## config.mk

```make
export PLATFORM = sky130hd
export DESIGN_NAME = two_queue_burst_limited_arbiter_unit
export DESIGN_NICKNAME = d
export VERILOG_FILES = /design/src/rtl/core/tqbla_pkg.sv /design/src/rtl/core/tqbla_front.sv /design/src/rtl/core/tqbla_back.sv /design/src/rtl/core/two_queue_burst_limited_arbiter_unit.sv
export SDC_FILE = /design/constraint.sdc
export NUM_CORES = 1
export LEC_CHECK = 0
export BUFFER_PORTS_ARGS = -buffer_cell sky130_fd_sc_hd__buf_2
export CAP_MARGIN = 30
export CELL_PAD_IN_SITES_DETAIL_PLACEMENT = 1
export CELL_PAD_IN_SITES_GLOBAL_PLACEMENT = 1
export CORE_MARGIN = 2
export CORE_UTILIZATION = 52
export CTS_CLUSTER_DIAMETER = 50
export DETAILED_ROUTE_END_ITERATION = 7
export HOLD_SLACK_MARGIN = 0.06
export PLACE_DENSITY = 0.74
export SLEW_MARGIN = 10
export SYNTH_ARGS = -nofsm -noshare
export SYNTH_HDL_FRONTEND = slang
export SYNTH_SLANG_ARGS = --single-unit
export TNS_END_PERCENT = 50
```

## constraint.sdc

```tcl
create_clock -name clock -period 5.4 [get_ports clock]
set_input_delay 0.27 -clock clock [delete_from_list [all_inputs] [get_ports clock]]
set_output_delay 0.27 -clock clock [all_outputs]
set_load 0.01 [all_outputs]
```

## src/rtl/core/tqbla_pkg.sv

```systemverilog
// Shared types and constants for the two-queue burst-limited arbiter.
`default_nettype none

package tqbla_pkg;

   // Field widths
   localparam int TAG_W   = 16;
   localparam int LIMIT_W = 4;

   // Queue sizing and register defaults
   localparam int DEF_QUEUE_DEPTH = 32;
   localparam int CMDQ_DEPTH      = 2;
   localparam int CMDQ_PTR_W      = $clog2(CMDQ_DEPTH);
   localparam int CMDQ_CNT_W      = $clog2(CMDQ_DEPTH + 1);

   localparam logic [LIMIT_W-1:0] LIMIT_RESET = 4'd3;
   localparam logic [LIMIT_W-1:0] BURST_MAX   = 4'd15;

   // Command codes
   typedef enum logic [1:0] {
      CMD_ARRIVE_GEN = 2'd0,
      CMD_ARRIVE_PRI = 2'd1,
      CMD_SERVE      = 2'd2,
      CMD_FINISH     = 2'd3
   } cmd_type;

   // Result status codes
   typedef enum logic [1:0] {
      ST_ACCEPTED = 2'd0,
      ST_FULL     = 2'd1,
      ST_SERVED   = 2'd2,
      ST_EMPTY    = 2'd3
   } status_type;

   // Request payload
   typedef struct packed {
      logic [1:0]       command;
      logic [TAG_W-1:0] client_tag;
   } req_type;

   // Result payload
   typedef struct packed {
      logic [1:0]       status;
      logic [TAG_W-1:0] served_tag;
      logic             from_priority;
      logic             last;
   } rsp_type;

   // Classified operation handed from front to back
   typedef struct packed {
      logic             arrive;
      logic             to_priority;
      logic             serve;
      logic             finish;
      logic [TAG_W-1:0] tag;
   } op_type;

endpackage

`default_nettype wire

```

## src/rtl/core/tqbla_front.sv

```systemverilog
// Front end: takes requests, decodes the command and queues the operation.
`default_nettype none

module tqbla_front
   import tqbla_pkg::*;
(
   input  wire logic    clock,
   input  wire logic    reset,
   input  wire logic    start,
   input  req_type      req_item,
   output logic         busy,
   output logic         op_valid,
   input  wire logic    op_pop,
   output op_type       op
);

   op_type                op_q_ff [CMDQ_DEPTH];
   logic [CMDQ_PTR_W-1:0] wr_ptr_ff, wr_ptr_in;
   logic [CMDQ_PTR_W-1:0] rd_ptr_ff, rd_ptr_in;
   logic [CMDQ_CNT_W-1:0] count_ff, count_in;
   op_type                decoded;
   logic                  push;
   logic                  pop;

   // Decode the command into operation flags; a priority arrival also sets to_priority
   always_comb begin
      decoded             = '0;
      decoded.tag         = req_item.client_tag;
      case (req_item.command)
         CMD_ARRIVE_GEN: begin
            decoded.arrive = 1'b1;
         end
         CMD_ARRIVE_PRI: begin
            decoded.arrive      = 1'b1;
            decoded.to_priority = 1'b1;
         end
         CMD_SERVE: begin
            decoded.serve = 1'b1;
         end
         default: begin
            decoded.finish = 1'b1;
         end
      endcase
   end

   // Command queue handshake
   assign busy     = (count_ff == CMDQ_CNT_W'(CMDQ_DEPTH));
   assign push     = start && !busy;
   assign pop      = op_pop && (count_ff != '0);
   assign op_valid = (count_ff != '0);
   assign op       = op_q_ff[rd_ptr_ff];

   // Pointer and fill update
   always_comb begin
      wr_ptr_in = wr_ptr_ff;
      rd_ptr_in = rd_ptr_ff;
      count_in  = count_ff;
      if (push) begin
         wr_ptr_in = (wr_ptr_ff == CMDQ_PTR_W'(CMDQ_DEPTH - 1)) ? '0 : wr_ptr_ff + 1'b1;
      end
      if (pop) begin
         rd_ptr_in = (rd_ptr_ff == CMDQ_PTR_W'(CMDQ_DEPTH - 1)) ? '0 : rd_ptr_ff + 1'b1;
      end
      case ({push, pop})
         2'b10:   count_in = count_ff + 1'b1;
         2'b01:   count_in = count_ff - 1'b1;
         default: count_in = count_ff;
      endcase
   end

   always_ff @(posedge clock) begin
      if (reset) begin
         wr_ptr_ff <= '0;
         rd_ptr_ff <= '0;
         count_ff  <= '0;
      end else begin
         wr_ptr_ff <= wr_ptr_in;
         rd_ptr_ff <= rd_ptr_in;
         count_ff  <= count_in;
      end
   end

   // Queue storage
   always_ff @(posedge clock) begin
      if (push) begin
         op_q_ff[wr_ptr_ff] <= decoded;
      end
   end

endmodule

`default_nettype wire

```

## src/rtl/core/tqbla_back.sv

```systemverilog
// Back end: the two tag queues, burst arbitration, drain sequencing and result register.
`default_nettype none

module tqbla_back
   import tqbla_pkg::*;
#(
   parameter int QUEUE_DEPTH = DEF_QUEUE_DEPTH
)
(
   input  wire logic               clock,
   input  wire logic               reset,
   input  wire logic               op_valid,
   input  op_type                  op,
   output logic                    op_pop,
   input  wire logic               csr_valid,
   output logic                    csr_ready,
   input  wire logic [LIMIT_W-1:0] csr_wdata,
   output logic                    rsp_valid,
   output rsp_type                 rsp_item
);

   localparam int PTR_W = $clog2(QUEUE_DEPTH);
   localparam int CNT_W = $clog2(QUEUE_DEPTH + 1);
   localparam logic [PTR_W-1:0] PTR_LAST = PTR_W'(QUEUE_DEPTH - 1);
   localparam logic [CNT_W-1:0] CNT_FULL = CNT_W'(QUEUE_DEPTH);

   typedef enum logic [1:0] {
      S_RUN   = 2'b01,
      S_DRAIN = 2'b10
   } state_type;

   state_type          state_ff, state_in;
   logic [TAG_W-1:0]   gen_mem [QUEUE_DEPTH];
   logic [TAG_W-1:0]   pri_mem [QUEUE_DEPTH];
   logic [TAG_W-1:0]   gen_rd_ff;
   logic [TAG_W-1:0]   pri_rd_ff;
   logic [PTR_W-1:0]   gen_head_ff, gen_head_in, gen_tail_ff, gen_tail_in;
   logic [PTR_W-1:0]   pri_head_ff, pri_head_in, pri_tail_ff, pri_tail_in;
   logic [CNT_W-1:0]   gen_cnt_ff, gen_cnt_in, pri_cnt_ff, pri_cnt_in;
   logic [LIMIT_W-1:0] burst_ff, burst_in;
   logic [LIMIT_W-1:0] limit_ff;
   logic               res_valid_ff, res_valid_in;
   status_type         res_status_ff, res_status_in;
   logic               res_prio_ff, res_prio_in;
   logic               res_last_ff, res_last_in;
   logic               res_mem_ff, res_mem_in;
   logic               push_gen, push_pri, pop_gen, pop_pri;
   logic               gen_some, pri_some, gen_full, pri_full, pick_pri, drain_last;

   // Queue status
   assign gen_some   = (gen_cnt_ff != '0);
   assign pri_some   = (pri_cnt_ff != '0);
   assign gen_full   = (gen_cnt_ff == CNT_FULL);
   assign pri_full   = (pri_cnt_ff == CNT_FULL);
   assign pick_pri   = pri_some && ((burst_ff < limit_ff) || !gen_some);
   assign drain_last = ((pri_cnt_ff == CNT_W'(1)) && !gen_some) ||
                       (!pri_some && (gen_cnt_ff == CNT_W'(1)));

   assign op_pop    = (state_ff == S_RUN) && op_valid;
   assign csr_ready = 1'b1;

   // Sequencer: one operation a cycle, or one drained client a cycle
   always_comb begin
      state_in      = state_ff;
      burst_in      = burst_ff;
      push_gen      = 1'b0;
      push_pri      = 1'b0;
      pop_gen       = 1'b0;
      pop_pri       = 1'b0;
      res_valid_in  = 1'b0;
      res_status_in = ST_ACCEPTED;
      res_prio_in   = 1'b0;
      res_last_in   = 1'b1;
      res_mem_in    = 1'b0;
      case (state_ff)
         S_RUN: begin
            if (op_valid) begin
               res_valid_in = 1'b1;
               if (op.arrive) begin
                  if (op.to_priority) begin
                     if (pri_full) res_status_in = ST_FULL;
                     else          push_pri      = 1'b1;
                  end else begin
                     if (gen_full) res_status_in = ST_FULL;
                     else          push_gen      = 1'b1;
                  end
               end else if (op.serve) begin
                  if (pick_pri) begin
                     pop_pri       = 1'b1;
                     res_status_in = ST_SERVED;
                     res_prio_in   = 1'b1;
                     res_mem_in    = 1'b1;
                     if (burst_ff != BURST_MAX) burst_in = burst_ff + 1'b1;
                  end else if (gen_some) begin
                     pop_gen       = 1'b1;
                     res_status_in = ST_SERVED;
                     res_mem_in    = 1'b1;
                     burst_in      = '0;
                  end else begin
                     res_status_in = ST_EMPTY;
                  end
               end else begin
                  // finish: report empty at once, else stream the queues out
                  if (!pri_some && !gen_some) begin
                     res_status_in = ST_EMPTY;
                  end else begin
                     res_valid_in = 1'b0;
                     state_in     = S_DRAIN;
                  end
               end
            end
         end
         S_DRAIN: begin
            res_valid_in  = 1'b1;
            res_status_in = ST_SERVED;
            res_mem_in    = 1'b1;
            res_last_in   = drain_last;
            if (pri_some) begin
               pop_pri     = 1'b1;
               res_prio_in = 1'b1;
            end else begin
               pop_gen = 1'b1;
            end
            if (drain_last) state_in = S_RUN;
         end
         default: begin
            state_in = S_RUN;
         end
      endcase
   end

   // Pointer and count update
   always_comb begin
      gen_head_in = gen_head_ff;
      gen_tail_in = gen_tail_ff;
      gen_cnt_in  = gen_cnt_ff;
      pri_head_in = pri_head_ff;
      pri_tail_in = pri_tail_ff;
      pri_cnt_in  = pri_cnt_ff;
      if (push_gen) begin
         gen_tail_in = (gen_tail_ff == PTR_LAST) ? '0 : gen_tail_ff + 1'b1;
         gen_cnt_in  = gen_cnt_ff + 1'b1;
      end
      if (pop_gen) begin
         gen_head_in = (gen_head_ff == PTR_LAST) ? '0 : gen_head_ff + 1'b1;
         gen_cnt_in  = gen_cnt_ff - 1'b1;
      end
      if (push_pri) begin
         pri_tail_in = (pri_tail_ff == PTR_LAST) ? '0 : pri_tail_ff + 1'b1;
         pri_cnt_in  = pri_cnt_ff + 1'b1;
      end
      if (pop_pri) begin
         pri_head_in = (pri_head_ff == PTR_LAST) ? '0 : pri_head_ff + 1'b1;
         pri_cnt_in  = pri_cnt_ff - 1'b1;
      end
   end

   // Control registers
   always_ff @(posedge clock) begin
      if (reset) begin
         state_ff     <= S_RUN;
         gen_head_ff  <= '0;
         gen_tail_ff  <= '0;
         gen_cnt_ff   <= '0;
         pri_head_ff  <= '0;
         pri_tail_ff  <= '0;
         pri_cnt_ff   <= '0;
         burst_ff     <= '0;
         limit_ff     <= LIMIT_RESET;
         res_valid_ff <= 1'b0;
      end else begin
         state_ff     <= state_in;
         gen_head_ff  <= gen_head_in;
         gen_tail_ff  <= gen_tail_in;
         gen_cnt_ff   <= gen_cnt_in;
         pri_head_ff  <= pri_head_in;
         pri_tail_ff  <= pri_tail_in;
         pri_cnt_ff   <= pri_cnt_in;
         burst_ff     <= burst_in;
         res_valid_ff <= res_valid_in;
         if (csr_valid) limit_ff <= csr_wdata;
      end
   end

   // Result payload
   always_ff @(posedge clock) begin
      res_status_ff <= res_status_in;
      res_prio_ff   <= res_prio_in;
      res_last_ff   <= res_last_in;
      res_mem_ff    <= res_mem_in;
   end

   // General queue memory, registered read
   always_ff @(posedge clock) begin
      if (push_gen) gen_mem[gen_tail_ff] <= op.tag;
      if (pop_gen)  gen_rd_ff <= gen_mem[gen_head_ff];
   end

   // Priority queue memory, registered read
   always_ff @(posedge clock) begin
      if (push_pri) pri_mem[pri_tail_ff] <= op.tag;
      if (pop_pri)  pri_rd_ff <= pri_mem[pri_head_ff];
   end

   // Result ports
   assign rsp_valid              = res_valid_ff;
   assign rsp_item.status        = res_status_ff;
   assign rsp_item.served_tag    = !res_mem_ff ? '0 : (res_prio_ff ? pri_rd_ff : gen_rd_ff);
   assign rsp_item.from_priority = res_prio_ff;
   assign rsp_item.last          = res_last_ff;

endmodule

`default_nettype wire

```

## src/rtl/core/two_queue_burst_limited_arbiter_unit.sv

```systemverilog
// Top level of the two-queue burst-limited arbiter.
//
// Commands are taken when start is high and busy is low, and land in a
// two-entry command queue; busy rises only when that queue is full. The back
// end executes one command per cycle while no finish is draining, so arrivals
// and serves sustain one command per cycle, each result passing through the
// command queue and the result register to rsp_valid. A finish streams one
// result per cycle per queued client, priority queue first, or reports empty
// at once when both queues are empty. Results are shown for exactly one
// cycle and cannot be held off. The burst limit register is written through
// the csr port, which is always ready; the tag memories need no clearing pass.
`default_nettype none

module two_queue_burst_limited_arbiter_unit
   import tqbla_pkg::*;
#(
   parameter int QUEUE_DEPTH = DEF_QUEUE_DEPTH
)
(
   input  wire logic               clock,
   input  wire logic               reset,
   input  wire logic               start,
   output logic                    busy,
   input  req_type                 req_item,
   output logic                    rsp_valid,
   output rsp_type                 rsp_item,
   input  wire logic               csr_valid,
   output logic                    csr_ready,
   input  wire logic [LIMIT_W-1:0] csr_wdata
);

   op_type op;
   logic   op_valid;
   logic   op_pop;

   tqbla_front u_front (
      .clock    (clock),
      .reset    (reset),
      .start    (start),
      .req_item (req_item),
      .busy     (busy),
      .op_valid (op_valid),
      .op_pop   (op_pop),
      .op       (op)
   );

   tqbla_back #(
      .QUEUE_DEPTH (QUEUE_DEPTH)
   ) u_back (
      .clock     (clock),
      .reset     (reset),
      .op_valid  (op_valid),
      .op        (op),
      .op_pop    (op_pop),
      .csr_valid (csr_valid),
      .csr_ready (csr_ready),
      .csr_wdata (csr_wdata),
      .rsp_valid (rsp_valid),
      .rsp_item  (rsp_item)
   );

endmodule

`default_nettype wire

```

==> metrics <==
CP delay by family, top simple AND/OR/NAND/NOR gates; CTS tree done; WP data required 5.70 ns; GRT Total Usage 25.52%; Hold Startpoint reset; Hold WS 0.2375 ns; PD cells 409.7 nW/um^2; reg2reg end u_back.pri_mem[15][15]$_DFFE_PP_; CP peak stage delay 0.83 ns; max_cap viols 0; Setup crit end kind flip-flop; Post-CTS Setup Bufs 0; Detail Placement HPWL 64.79 mm; r2r worst-path depth 8; P&R area growth vs syn 14.44%; # setup viols final 0; DIE AREA 88,380 um^2; largest net degree at the start of global routing 65; Clock Skews 0.01879 ns; DR pass1 iterations 5; clk buf depth 3; worst path buffer plus inverter count 2; GRT overflow 0; row cnt 107; first-pass GRT wire length approximately 160 mm; Worst-Skew Late Latency 0.69 ns; num ports 49; vias roughly 22,000; cell taking the most area after synthesis edfxtp_1; worst-margin pin slew 0.9949 ns; critical path arrival ~3.6 ns; count of buffers from port buffering 47; Die W around 300 um; Final TNS setup 0 ns; die height 297.3 um; final total power 20.97 mW; CTS clk-pin slew, worst paths 0.06 ns; final hold viol count 0; initial antenna violation count 6; vias in the first global route 22,960; Via density 6.283; fin crit period between 3 and 4 ns; Startpoint Class flip-flop; syn_area_per_cell 21.75 um^2; Worst Path Max Fanout 16; # DRC 0; FF-to-FF setup slack between 2 and 2.5 ns; fin area between 50,000 and 60,000 um^2; count of state elements after synthesis 1,147; slew margin rel. 33.67%; Post-DRT Antenna Nets 0; Hold Path Depth 2; starting DRC count in detailed routing 2,298; most common cell after layout, fill and taps aside edfxtp_1; CP max-delay cell and2_1; result of the run finished clean; RSZ-0062 raised after global routing false; Initial Utilization a little over half; commonest non-fill, non-tap cells in the layout 1,094 x edfxtp_1, 320 x mux4_2, 121 x clkbuf_16, 75 x buf_4, 71 x nor2_1; R2R Path Start u_back.pri_cnt_ff[0]$_SDFFE_PP0P_; layout cell share with drive strength beyond 1 31.01%; sequential share of the synthesized area 75.82%; crit share post-route 61.77%; Core Box Area 85,150 um^2; syn_nets between 2,000 and 2,500; crit path cell chain inv_1 -> ha_1 -> nor4b_4 -> a221oi_1 -> buf_4 -> nand2_1 -> nor3_1 -> and2_1; htree depth 3; routability cong. between 0.8 and 0.9; Yosys Warn Count 0; leakage around 16 nW; FFs w/ async S/R, synth 0%; final net count around 2,300; mapped cell area 44,730 um^2; CTS sink cnt 1,147; Peak VDD IR 431.2 uV; fin. max-slew vios 0; Post-synth top flop edfxtp_1; fmax 0.2998 GHz; post-CTS sizing 0; dpl cell area approximately 47,000 um^2; Num CTS Buffers 118; CTS Root Cell clkbuf_16; distinct cell type count after synthesis 55; largest cells by area after synthesis edfxtp_1 73%, mux4_2 16%, dfxtp_1 2.4%; Hold Path Class in -> reg; area fraction of the dominant cell type after synthesis between 70% and 80%; wire per inst around 32 um; Worst Setup Path Type reg -> reg; final wirelength 110.7 mm; Post-synth EDFFs 1,094; Gate Count Post-Synth about 2,100; Diodes inserted 0
registers in the layout, summed over array words and instances, names as in the netlist, named ones only:
name	flops
u_back.gen_tail_ff	5
u_back.pri_mem	512
u_front.op_q_ff	38
u_back.gen_mem	512
u_front.wr_ptr_ff	1
u_front.rd_ptr_ff	1
u_back.pri_rd_ff	16
u_back.pri_head_ff	5
u_back.state_ff	2
u_back.burst_ff	4
u_front.count_ff	2
u_back.res_prio_ff	1
u_back.gen_cnt_ff	6
u_back.res_mem_ff	1
u_back.pri_cnt_ff	6
u_back.gen_head_ff	5
u_back.rsp_valid	1
u_back.res_status_ff	2
u_back.gen_rd_ff	16
u_back.res_last_ff	1
u_back.pri_tail_ff	5
u_back.limit_ff	4
worst max-delay path by stage:
stage	cells past startpoint	start	slack, ns	end
2_1_floorplan	7	u_back.pri_cnt_ff[0]$_SDFFE_PP0P_	2.65	u_back.pri_mem[27][0]$_DFFE_PP_
3_3_place_gp	5	flip-flop	1.68	u_back.gen_mem[15][7]$_DFFE_PP_
3_5_place_dp	7	flip-flop	1.51	u_back.gen_cnt_ff[0]$_SDFFE_PP0P_
4_1_cts	7	flip-flop	1.52	u_back.gen_cnt_ff[0]$_SDFFE_PP0P_
5_1_grt	8	u_back.pri_cnt_ff[0]$_SDFFE_PP0P_	1.76	u_back.pri_mem[15][4]$_DFFE_PP_
6_report	8	u_back.pri_cnt_ff[0]$_SDFFE_PP0P_	2.06	u_back.pri_mem[15][15]$_DFFE_PP_
report_power, final:
part	switching (mW)	leakage [nW]	internal [mW]	total, mW
clock	3.41	1.91	4.71	8.12
sequential	0.110	10.3	10.6	10.7
combinational	1.50	3.66	0.613	2.11
total	5.02	15.9	15.9	21.0
routing by layer:
layer,global-route usage (%),wire (um),vias up,share of wire (%)
li1,-,-,8934,-
met1,36.66,45440,11820,41
met2,40.48,53740,994,49
met3,4.514,8368,146,7.6
met4,8.045,3131,0,2.8
met5,0,0,-,0
layout make-up:
type / instances / area, um^2
Multi-Input combinational cell: 777 / 10290
Inverter: 25 / 93.84
Clock buffer: 140 / 3159
Clock inverter: 78 / 733.2
Tap cell: 1144 / 1431
Timing Repair Buffer: 174 / 1548
Sequential cell: 1147 / 33930
Fill cell: 7052 / 33960
repair_timing:
action	in CTS	in global routing
endpoints found under the setup margin	0	0
hold endpoints to repair	43	0
hold buffers	28	0
stage by stage:
stage	setup WS [ns]	utilization, %	cells
CTS	1.516	59.82	3469
global placement	1.680	54.70	3214
finish	2.065	60.11	3485
detailed placement	1.507	54.92	3223
floorplan	2.652	-	2056
global route	1.762	60.11	3485
worst register-to-register path: cells and delay by family (launching register included):
family	cells	cell delay [ns]
AO/OA/AOI/OAI	1	0.32
AND/OR/NAND/NOR	4	1.57
adder cells (fa/ha/maj)	1	0.24
buffers and inverters	2	0.38
flip-flops	1	0.43
cell usage after synthesis (all sizes together) (2+ instances only):
library cell	n
a211o	2
a211oi	3
a21boi	2
a21oi	36
a31oi	9
and2	17
and3	8
buf	56
clkbuf	51
dfxtp	53
edfxtp	1094
ha	28
inv	24
mux2	49
mux2i	21
mux4	320
nand2	48
nand2b	5
nand3	21
nand3b	10
nor2	78
nor2b	18
nor3	22
nor3b	4
nor4	3
o211ai	2
o21a	2
o21ai	27
or3	13
or3b	3
or4	4
or4b	2
xnor2	3
xor2	5
logic make-up after synthesis:
family	after synthesis	synth area share, %
other	1	0.008384
multiplexers	390	17.83
XOR/XNOR	8	0.1567
buffers and inverters	132	1.217
AO/OA/AOI/OAI	91	1.236
adder cells (fa/ha/maj)	28	0.7833
AND/OR/NAND/NOR	259	2.951
flip-flops	1147	75.82
No activity file was read; power rests on OpenSTA's default activity.
